## src/rtl/sabs_pkg.sv

```systemverilog
// Shared types and constants for the sorted key store with binary search.
// No dependencies; imported by every module of the block.
package sabs_pkg;

    // Field widths of the stream items and the length register
    localparam int KEY_W        = 32;
    localparam int IDX_W        = 10;
    localparam int POS_W        = 10;
    localparam int LEN_W        = 11;
    localparam int S_TDATA_W    = 48;
    localparam int M_TDATA_W    = 16;
    localparam int DEF_STORE_DEPTH = 1024;

    // Item kinds carried on the input tuser
    localparam logic CMD_WRITE  = 1'b0;
    localparam logic CMD_SEARCH = 1'b1;

    // Commands from the controller to the datapath
    typedef struct packed {
        logic wr_en;     // store the incoming key at its index
        logic start;     // load the search window and issue the first probe
        logic step;      // narrow the window and issue the next probe
        logic out_load;  // move the search outcome into the output register
    } t_dp_cmd;

    // Status from the datapath to the controller
    typedef struct packed {
        logic done;      // current probe ends the search
        logic out_free;  // output register can take a result this cycle
    } t_dp_stat;

endpackage

```

## src/rtl/sabs_ctrl.sv

```systemverilog
// Controller state machine of the binary search block.
// Depends on sabs_pkg for the command and status structs.
module sabs_ctrl (
    input  logic               i_clk,
    input  logic               i_rst_n,
    input  logic               i_s_tvalid,
    input  logic               i_s_cmd,
    input  sabs_pkg::t_dp_stat i_stat,
    output sabs_pkg::t_dp_cmd  o_cmd,
    output logic               o_s_tready
);
    import sabs_pkg::*;

    typedef enum logic {
        S_IDLE,
        S_SEARCH
    } t_state;

    t_state r_state;
    logic   r_s_tready;
    logic   s_accept;

    assign s_accept   = i_s_tvalid && r_s_tready;
    assign o_s_tready = r_s_tready;

    // Decode commands from state and status
    always_comb begin
        o_cmd          = '0;
        o_cmd.wr_en    = s_accept && (i_s_cmd == CMD_WRITE);
        o_cmd.start    = s_accept && (i_s_cmd == CMD_SEARCH);
        o_cmd.step     = (r_state == S_SEARCH) && !i_stat.done;
        o_cmd.out_load = (r_state == S_SEARCH) && i_stat.done && i_stat.out_free;
    end

    // Advance state; hold the input ready low in reset and while a search runs
    always_ff @(posedge i_clk) begin
        if (!i_rst_n) begin
            r_state    <= S_IDLE;
            r_s_tready <= 1'b0;
        end else begin
            unique case (r_state)
                S_IDLE: begin
                    if (s_accept && (i_s_cmd == CMD_SEARCH)) begin
                        r_state    <= S_SEARCH;
                        r_s_tready <= 1'b0;
                    end else begin
                        r_s_tready <= 1'b1;
                    end
                end
                S_SEARCH: begin
                    if (i_stat.done && i_stat.out_free) begin
                        r_state    <= S_IDLE;
                        r_s_tready <= 1'b1;
                    end
                end
                default: begin
                    r_state    <= S_IDLE;
                    r_s_tready <= 1'b0;
                end
            endcase
        end
    end

endmodule

```

## config.mk

```make
export PLATFORM = sky130hd
export DESIGN_NAME = sabs_ctrl
export DESIGN_NICKNAME = d
export VERILOG_FILES = /design/src/rtl/sabs_pkg.sv /design/src/rtl/sabs_ctrl.sv
export SDC_FILE = /design/constraint.sdc
export NUM_CORES = 1
export LEC_CHECK = 0
export BUFFER_PORTS_ARGS = -buffer_cell sky130_fd_sc_hd__buf_2
export CAP_MARGIN = 5
export CORE_AREA = 3 3 40 42
export CTS_CLUSTER_SIZE = 24
export DETAILED_ROUTE_END_ITERATION = 8
export DIE_AREA = 0 0 43 45
export REMOVE_ABC_BUFFERS = 1
export SLEW_MARGIN = 20
export SYNTH_ARGS = -nofsm -noshare
export SYNTH_HDL_FRONTEND = slang
export SYNTH_SLANG_ARGS = --single-unit
```

## constraint.sdc

```tcl
create_clock -name i_clk -period 1.8 [get_ports i_clk]
set_input_delay 0.09 -clock i_clk [delete_from_list [all_inputs] [get_ports i_clk]]
set_output_delay 0.09 -clock i_clk [all_outputs]
set_load 0.05 [all_outputs]
```

## Word level (Yosys, flattened, before mapping)

Index checks and enable logic that the tools add are counted.

- Equal/unequal tests: 1
- Multiplexer cells: 6
- Bitwise operators: 2
- Reductions and logical operators: 8

Operators by type and width:

| cell | number |
|---|---|
| $logic_and 1x1->1 | 7 |
| $mux 1 | 4 |
| $pmux 1 s2 | 2 |
| $ne 2x1->1 const B | 1 |
| $not 1->1 | 2 |
| $logic_not 1->1 | 1 |

- Bits in registers: 2

## Logic depth before layout (Yosys ltp)

Gate-level depths: netlist of run 1.

- Depth in word-level cells: 4
- Depth in mapped cells: 2
- Mapped depth without buffers: 2

## Worst setup path after synthesis of run 1

OpenSTA, ideal clock, no wires.

- Path kind: reg-to-output
- Start point: reg r_s_tready, in the netlist o_s_tready
- End point: out o_cmd[3] in the netlist's numbering
- Data arrival time: 1421 ps
- Path slack: 289 ps
- Stages on the path, launching flop included: 3
- Buffers on the path: 0
- Cells stage by stage: dfxtp_1 > nand2_1 > nor2_1

RTL lines:

| element | RTL line | source |
|---|---|---|
| from (decl) | sabs_ctrl.sv:20 | `logic r_s_tready;` |
| from (signal assigned) | sabs_ctrl.sv:39 | `r_s_tready <= 1'b0;` |
| from (signal assigned) | sabs_ctrl.sv:45 | `r_s_tready <= 1'b0;` |
| from (signal assigned) | sabs_ctrl.sv:47 | `r_s_tready <= 1'b1;` |
| to (decl) | sabs_ctrl.sv:9 | `output sabs_pkg::t_dp_cmd o_cmd,` |

==> metrics, run 1 <==
largest net degree at the start of global routing 7; routed wire length 370 um; Num CTS Buffers 3; routed len/inst 9.02 um; Internal 0.000133 W; number of global-route vias before repair 143; routed via count 137; diode count 0; post-cts resize count 0; DRT iter0 DRCs 0; Most Crowded Layer GR met1; crit path kind register to output port; die width 43 um; Synth top area share 0.386; initial antenna violation count 0; Seq pwr share 0.272; Register Area 40.0 um^2; post-synthesis sequential area ratio 0.386; Critical Path Source Type register; #FFs+latches synth 2; Hold Fails Final Rpt 0; htree depth 1; worst reg-to-reg path cell count 2; total core area 0.00128 mm^2; syn avg cell area 7.99 um^2; met2 Resource Use GR 0.0329; Netlist cell types 11; Tightest Pin Transition 0.252 ns; clk buf depth 2; DR vias/cell 3.34; # DRC 0; area occupied by multi-input gates 60.1 um^2; clock latency on the worst-skew pair 0.23 ns; Netlist Area Pre-Place 104 um^2; period utilization 0.641; hold_buf cts 0; Row Count 13; TritonCTS clock tree yes; Crit. End Element output port; max-cap viol count 0; RSZ-0062 raised after global routing no; clock-pin slew on the worst setup and hold paths 0.03 ns; Detailed Routing Iterations Pass 1 1; port bufs 10; Worst Hold Depth 3; outcome finished, final reports clean; Data required, critical path 1.71 ns; Die Y 45 um; fraction of layout cells with a size suffix above 1 0.500; power density over the cells 968 mW/mm^2; synth top area cells dfxtp_1 39%, and3_1 12%, and4b_1 9.6%, a211oi_1 7.2%, a31oi_1 6.0%; die area 0.00194 mm^2; area grow syn2layout 88.0%; LEAKAGE 0.110 nW; HP Start i_rst_n; Sink Count 2; post-synth top area cell dfxtp_1; crit path DAT 1.06 ns; first-pass GRT wire length 621 um; CP max FO 5; skew final 0.00548 ns; setup TNS 0 ns; Max-slew headroom 0.833; Top Ports 11; Sw Share 0.296; GRT overflow 0; hold endpoint r_state$_SDFF_PN0_; antenna-violating nets left 0; Peak VDD IR 261 uV; root buf cell clkbuf_4; fmax 867 MHz; cells after synthesis 13; final RePlAce weighted congestion 0.659; GRT Util Overall 0.0507; met3 GRT Util 0.0598; worst r2r src r_state$_SDFF_PN0_; Ys Warns 0; Hold Crit Class input port to register; hold_ws 0.117 ns; Combinational Power Share 0.201; Initial Util 0.0808; final setup fails 0; post-route minimum period 1.15 ns; worst r2r dst o_s_tready$_SDFFE_PN0P_; count of pins over their slew limit 0; met1 capacity usage during global routing 0.0695; Filler cells 146; Post-layout nets 34; power share of the clock group 0.527; Sw Pwr 0.0000559 W; R2R Setup Slk 0.91 ns; Setup Buffers After CTS 0
how the worst max path moves through the flow:
stage,end,slack [ns],start,depth (start not counted)
floorplan,o_cmd[3],0.29,o_s_tready$_SDFFE_PN0P_,2
global route,o_cmd[0],0.59,r_state$_SDFF_PN0_,2
finish,o_cmd[0],0.65,r_state$_SDFF_PN0_,2
CTS,o_cmd[0],0.64,r_state$_SDFF_PN0_,2
global placement,o_cmd[0],0.91,r_state$_SDFF_PN0_,2
detailed placement,o_cmd[0],0.89,r_state$_SDFF_PN0_,2
area by class of cell:
type,instances,area share
Multi-Input combinational cell,10,0.308
Timing Repair Buffer,10,0.256
Sequential cell,2,0.205
Clock buffer,3,0.115
Tap cell,15,0.0962
Inverter,1,0.0192
cell usage in the layout (no fill, tap or decap):
master / Yosys / routed
and4b_1: 1 / 1
a21oi_1: 1 / 1
buf_2: 0 / 10
a31oi_1: 1 / 1
nor2b_1: 1 / 1
inv_1: 1 / 1
clkbuf_4: 0 / 3
nor2_1: 1 / 1
nand2_1: 1 / 1
nor3_1: 1 / 1
dfxtp_1: 2 / 2
and3_1: 2 / 2
a211oi_1: 1 / 1
kinds of logic after synthesis:
group	share of synthesized area
compound gates	0.181
buf+inv	0.0361
flops	0.386
simple gates	0.397
Yosys cell counts, drive strengths merged:
library cell,number
inv,1
a31oi,1
a211oi,1
and4b,1
dfxtp,2
nor3,1
nor2,1
nand2,1
a21oi,1
and3,2
nor2b,1
critical path: stages, from the launching register on:
cell and delay [ns]:
dfxtp_1 0.37, and3_1 0.20, buf_2 0.27
metrics by stage:
| step | worst slack [ns] | std cells | area, um^2 | total power, W | util |
|---|---|---|---|---|---|
| after global routing | 0.586 | 41 | 195 | 0.000205 | 0.152 |
| after global placement | 0.913 | 38 | 173 | 0.0000897 | 0.134 |
| final | 0.647 | 41 | 195 | 0.000189 | 0.152 |
| after detailed placement | 0.888 | 38 | 173 | 0.0000896 | 0.134 |
| after floorplan | 0.289 | 13 | 104 | 0.0000760 | - |
| after CTS | 0.642 | 41 | 195 | 0.000194 | 0.152 |
power groups by stage:
stage | combinational [W] | clock (W) | sequential (W)
floorplan | 0.0000185 | 0 | 0.0000575
global placement | 0.0000383 | 0 | 0.0000514
detailed placement | 0.0000377 | 0 | 0.0000519
CTS | 0.0000380 | 0.000105 | 0.0000514
global route | 0.0000414 | 0.000111 | 0.0000521
finish | 0.0000379 | 0.0000996 | 0.0000514
metal layers:
layer  share of wire  up-vias
li1                -       74
met1            0.54       50
met2            0.24       13
met3            0.22        0
met4               0        0
met5               0        -
registers in the layout, indices dropped and copies added, names as in the netlist:
| name | flops |
|---|---|
| o_s_tready | 1 |
| r_state | 1 |
(Power assumes the default switching activity.)
==> inputs of run 2 (changes only) <==
==> constraint.sdc (replaced) <==
create_clock -name i_clk -period 1.1 [get_ports i_clk]
set_input_delay 0.055 -clock i_clk [delete_from_list [all_inputs] [get_ports i_clk]]
set_output_delay 0.055 -clock i_clk [all_outputs]
set_load 0.05 [all_outputs]
==> run 2 against run 1 <==
Cell count did not move. Register-to-register slack got worse by 0.66 ns. Global-route usage fell by 0.42 points. Total power rose by 65%. Largest power group unchanged. Clock-buffer cell count did not move. Die area did not move. Routed wire length fell by 1.6%. Non-clock buffer count did not move. Design area rose by 7.7%.
==> metrics, run 2 (synthesized netlist as in run 1, its figures left out) <==
Max-slew headroom 0.836 (+0.00345); Sw Share 0.290 (-0.00609); total core area 0.00128 mm^2 (unchanged); post-route minimum period 1.04 ns; Non-Filler Instances 41 (unchanged); die width 43 um (unchanged); largest net degree at the start of global routing 7 (unchanged); Setup Buffers After CTS 0 (unchanged); initial antenna violation count 0 (unchanged); Crit. End Element output port; clk buf depth 2 (unchanged); Row Count 13 (unchanged); antenna-violating nets left 0 (unchanged); max-cap viol count 0 (unchanged); Top Ports 11 (unchanged); routed len/inst 8.88 um (-1.6%); crit path DAT 0.98 ns (-0.08 ns); count of pins over their slew limit 0 (unchanged); Hold Fails Final Rpt 0 (unchanged); Hold Crit Class input port to register; routed via count 147 (+7.3%); area grow syn2layout 102%; GRT Util Overall 0.0465 (-0.00419); most frequent cells in the layout 6 x buf_2, 4 x clkbuf_4, 2 x and3_1, 2 x buf_4; LEAKAGE 0.110 nW (+0.28%); Peak VDD IR 303 uV (+16%); outcome finished, final reports clean; power share of the clock group 0.517 (-0.010); RSZ-0062 raised after global routing no; final setup fails 0 (unchanged); skew final 0.000361 ns (-0.00512 ns); CP max FO 5 (unchanged); Tightest Pin Transition 0.247 ns (-0.00522 ns); fraction of layout cells with a size suffix above 1 0.538 (+0.0385); Filler cells 153 (+4.8%); clock-pin slew on the worst setup and hold paths 0.03 ns (about the same); port bufs 10 (unchanged); Initial Util 0.0808 (unchanged); Combinational Power Share 0.209 (+0.008); Sink Count 2 (unchanged); HPWL after DPL 265 um; Num CTS Buffers 3 (unchanged); htree depth 1 (unchanged); fmax 966 MHz; area occupied by multi-input gates 60.1 um^2 (unchanged); setup TNS 0 ns (unchanged); Register Area 41.3 um^2 (+3.1%); power density over the cells 1480 mW/mm^2 (+53%); hold_buf cts 0 (unchanged); first-pass GRT wire length 600 um (-3.4%); Seq pwr share 0.273 (about the same); diode count 0 (unchanged); routed wire length 364 um (-1.6%); GRT overflow 0 (unchanged); die area 0.00194 mm^2 (unchanged); Critical Path Source Type register; Internal 0.000221 W (+66%); final RePlAce weighted congestion 0.643 (-2.4%); DRT iter0 DRCs 0 (unchanged); Final Util 0.164 (+0.0117); Sw Pwr 0.0000903 W (+62%); TritonCTS clock tree yes; crit path kind register to output port; Die Y 45 um (unchanged); DR vias/cell 3.59 (+7.3%); Detailed Routing Iterations Pass 1 1 (unchanged); most common cell after layout, fill and taps aside buf_2; period utilization 0.941; number of global-route vias before repair 155 (+8.4%); Post-layout nets 34 (unchanged); root buf cell clkbuf_4; Inst Count DP 38 (unchanged); # DRC 0 (unchanged); clock latency on the worst-skew pair 0.22 ns (about the same); Data required, critical path 1.04 ns (-0.67 ns)
[run 2: per-stage QoR]
step	hold WS [ns]	instance area [um^2]	total power, W	setup WS [ns]
after global placement	0.316	173	0.000146	0.230
after CTS	0.0830	200	0.000321	0.0112
after detailed placement	0.317	173	0.000147	0.215
after floorplan	0.192	104	0.000124	-0.376
after global routing	0.101	210	0.000328	0.00825
final	0.0859	210	0.000312	0.0646
[run 2: layout make-up]
class	instances	area share
Clock buffer	3	0.107
Tap cell	15	0.0893
Sequential cell	2	0.196
Inverter	1	0.0179
Timing Repair Buffer	10	0.304
Multi-Input combinational cell	10	0.286
[run 2: timing repair]
| item | CTS | global route |
|---|---|---|
| cloned | 0 | 0 |
| endpoints found under the setup margin | 2 | 4 |
| endpoints found under the hold margin | 0 | 0 |
| gates resized for setup | 2 | 5 |
[run 2: layer usage]
layer | routed length (um) | track usage | part of all wire | vias up
li1 | - | - | - | 76
met1 | 187 | 0.0550 | 0.51 | 61
met2 | 138 | 0.0539 | 0.38 | 10
met3 | 39 | 0 | 0.11 | 0
met4 | 0 | 0.0904 | 0 | 0
met5 | 0 | 0 | 0 | -
[run 2: critical path, cell delays in order, from the launching register on]
cell     delay [ns]
dfxtp_1        0.37
and3_1         0.22
buf_6          0.17
[run 2: worst paths after layout]
kind	slack, ns	cells past startpoint	startpoint	end
min	0.09	3	i_rst_n	o_s_tready$_SDFFE_PN0P_
min reg2reg	0.50	1	r_state$_SDFF_PN0_	o_s_tready$_SDFFE_PN0P_
max reg2reg	0.25	2	r_state$_SDFF_PN0_	o_s_tready$_SDFFE_PN0P_
max	0.06	2	r_state$_SDFF_PN0_	o_cmd[0]
[run 2: power groups by stage]
stage                     Clock (W)  Combinational, W  Sequential (W)
final                      0.000161         0.0000653       0.0000852
after global routing       0.000171         0.0000700       0.0000867
after CTS                  0.000173         0.0000635       0.0000843
after detailed placement          0         0.0000614       0.0000853
after global placement            0         0.0000615       0.0000846
after floorplan                   0         0.0000302       0.0000941
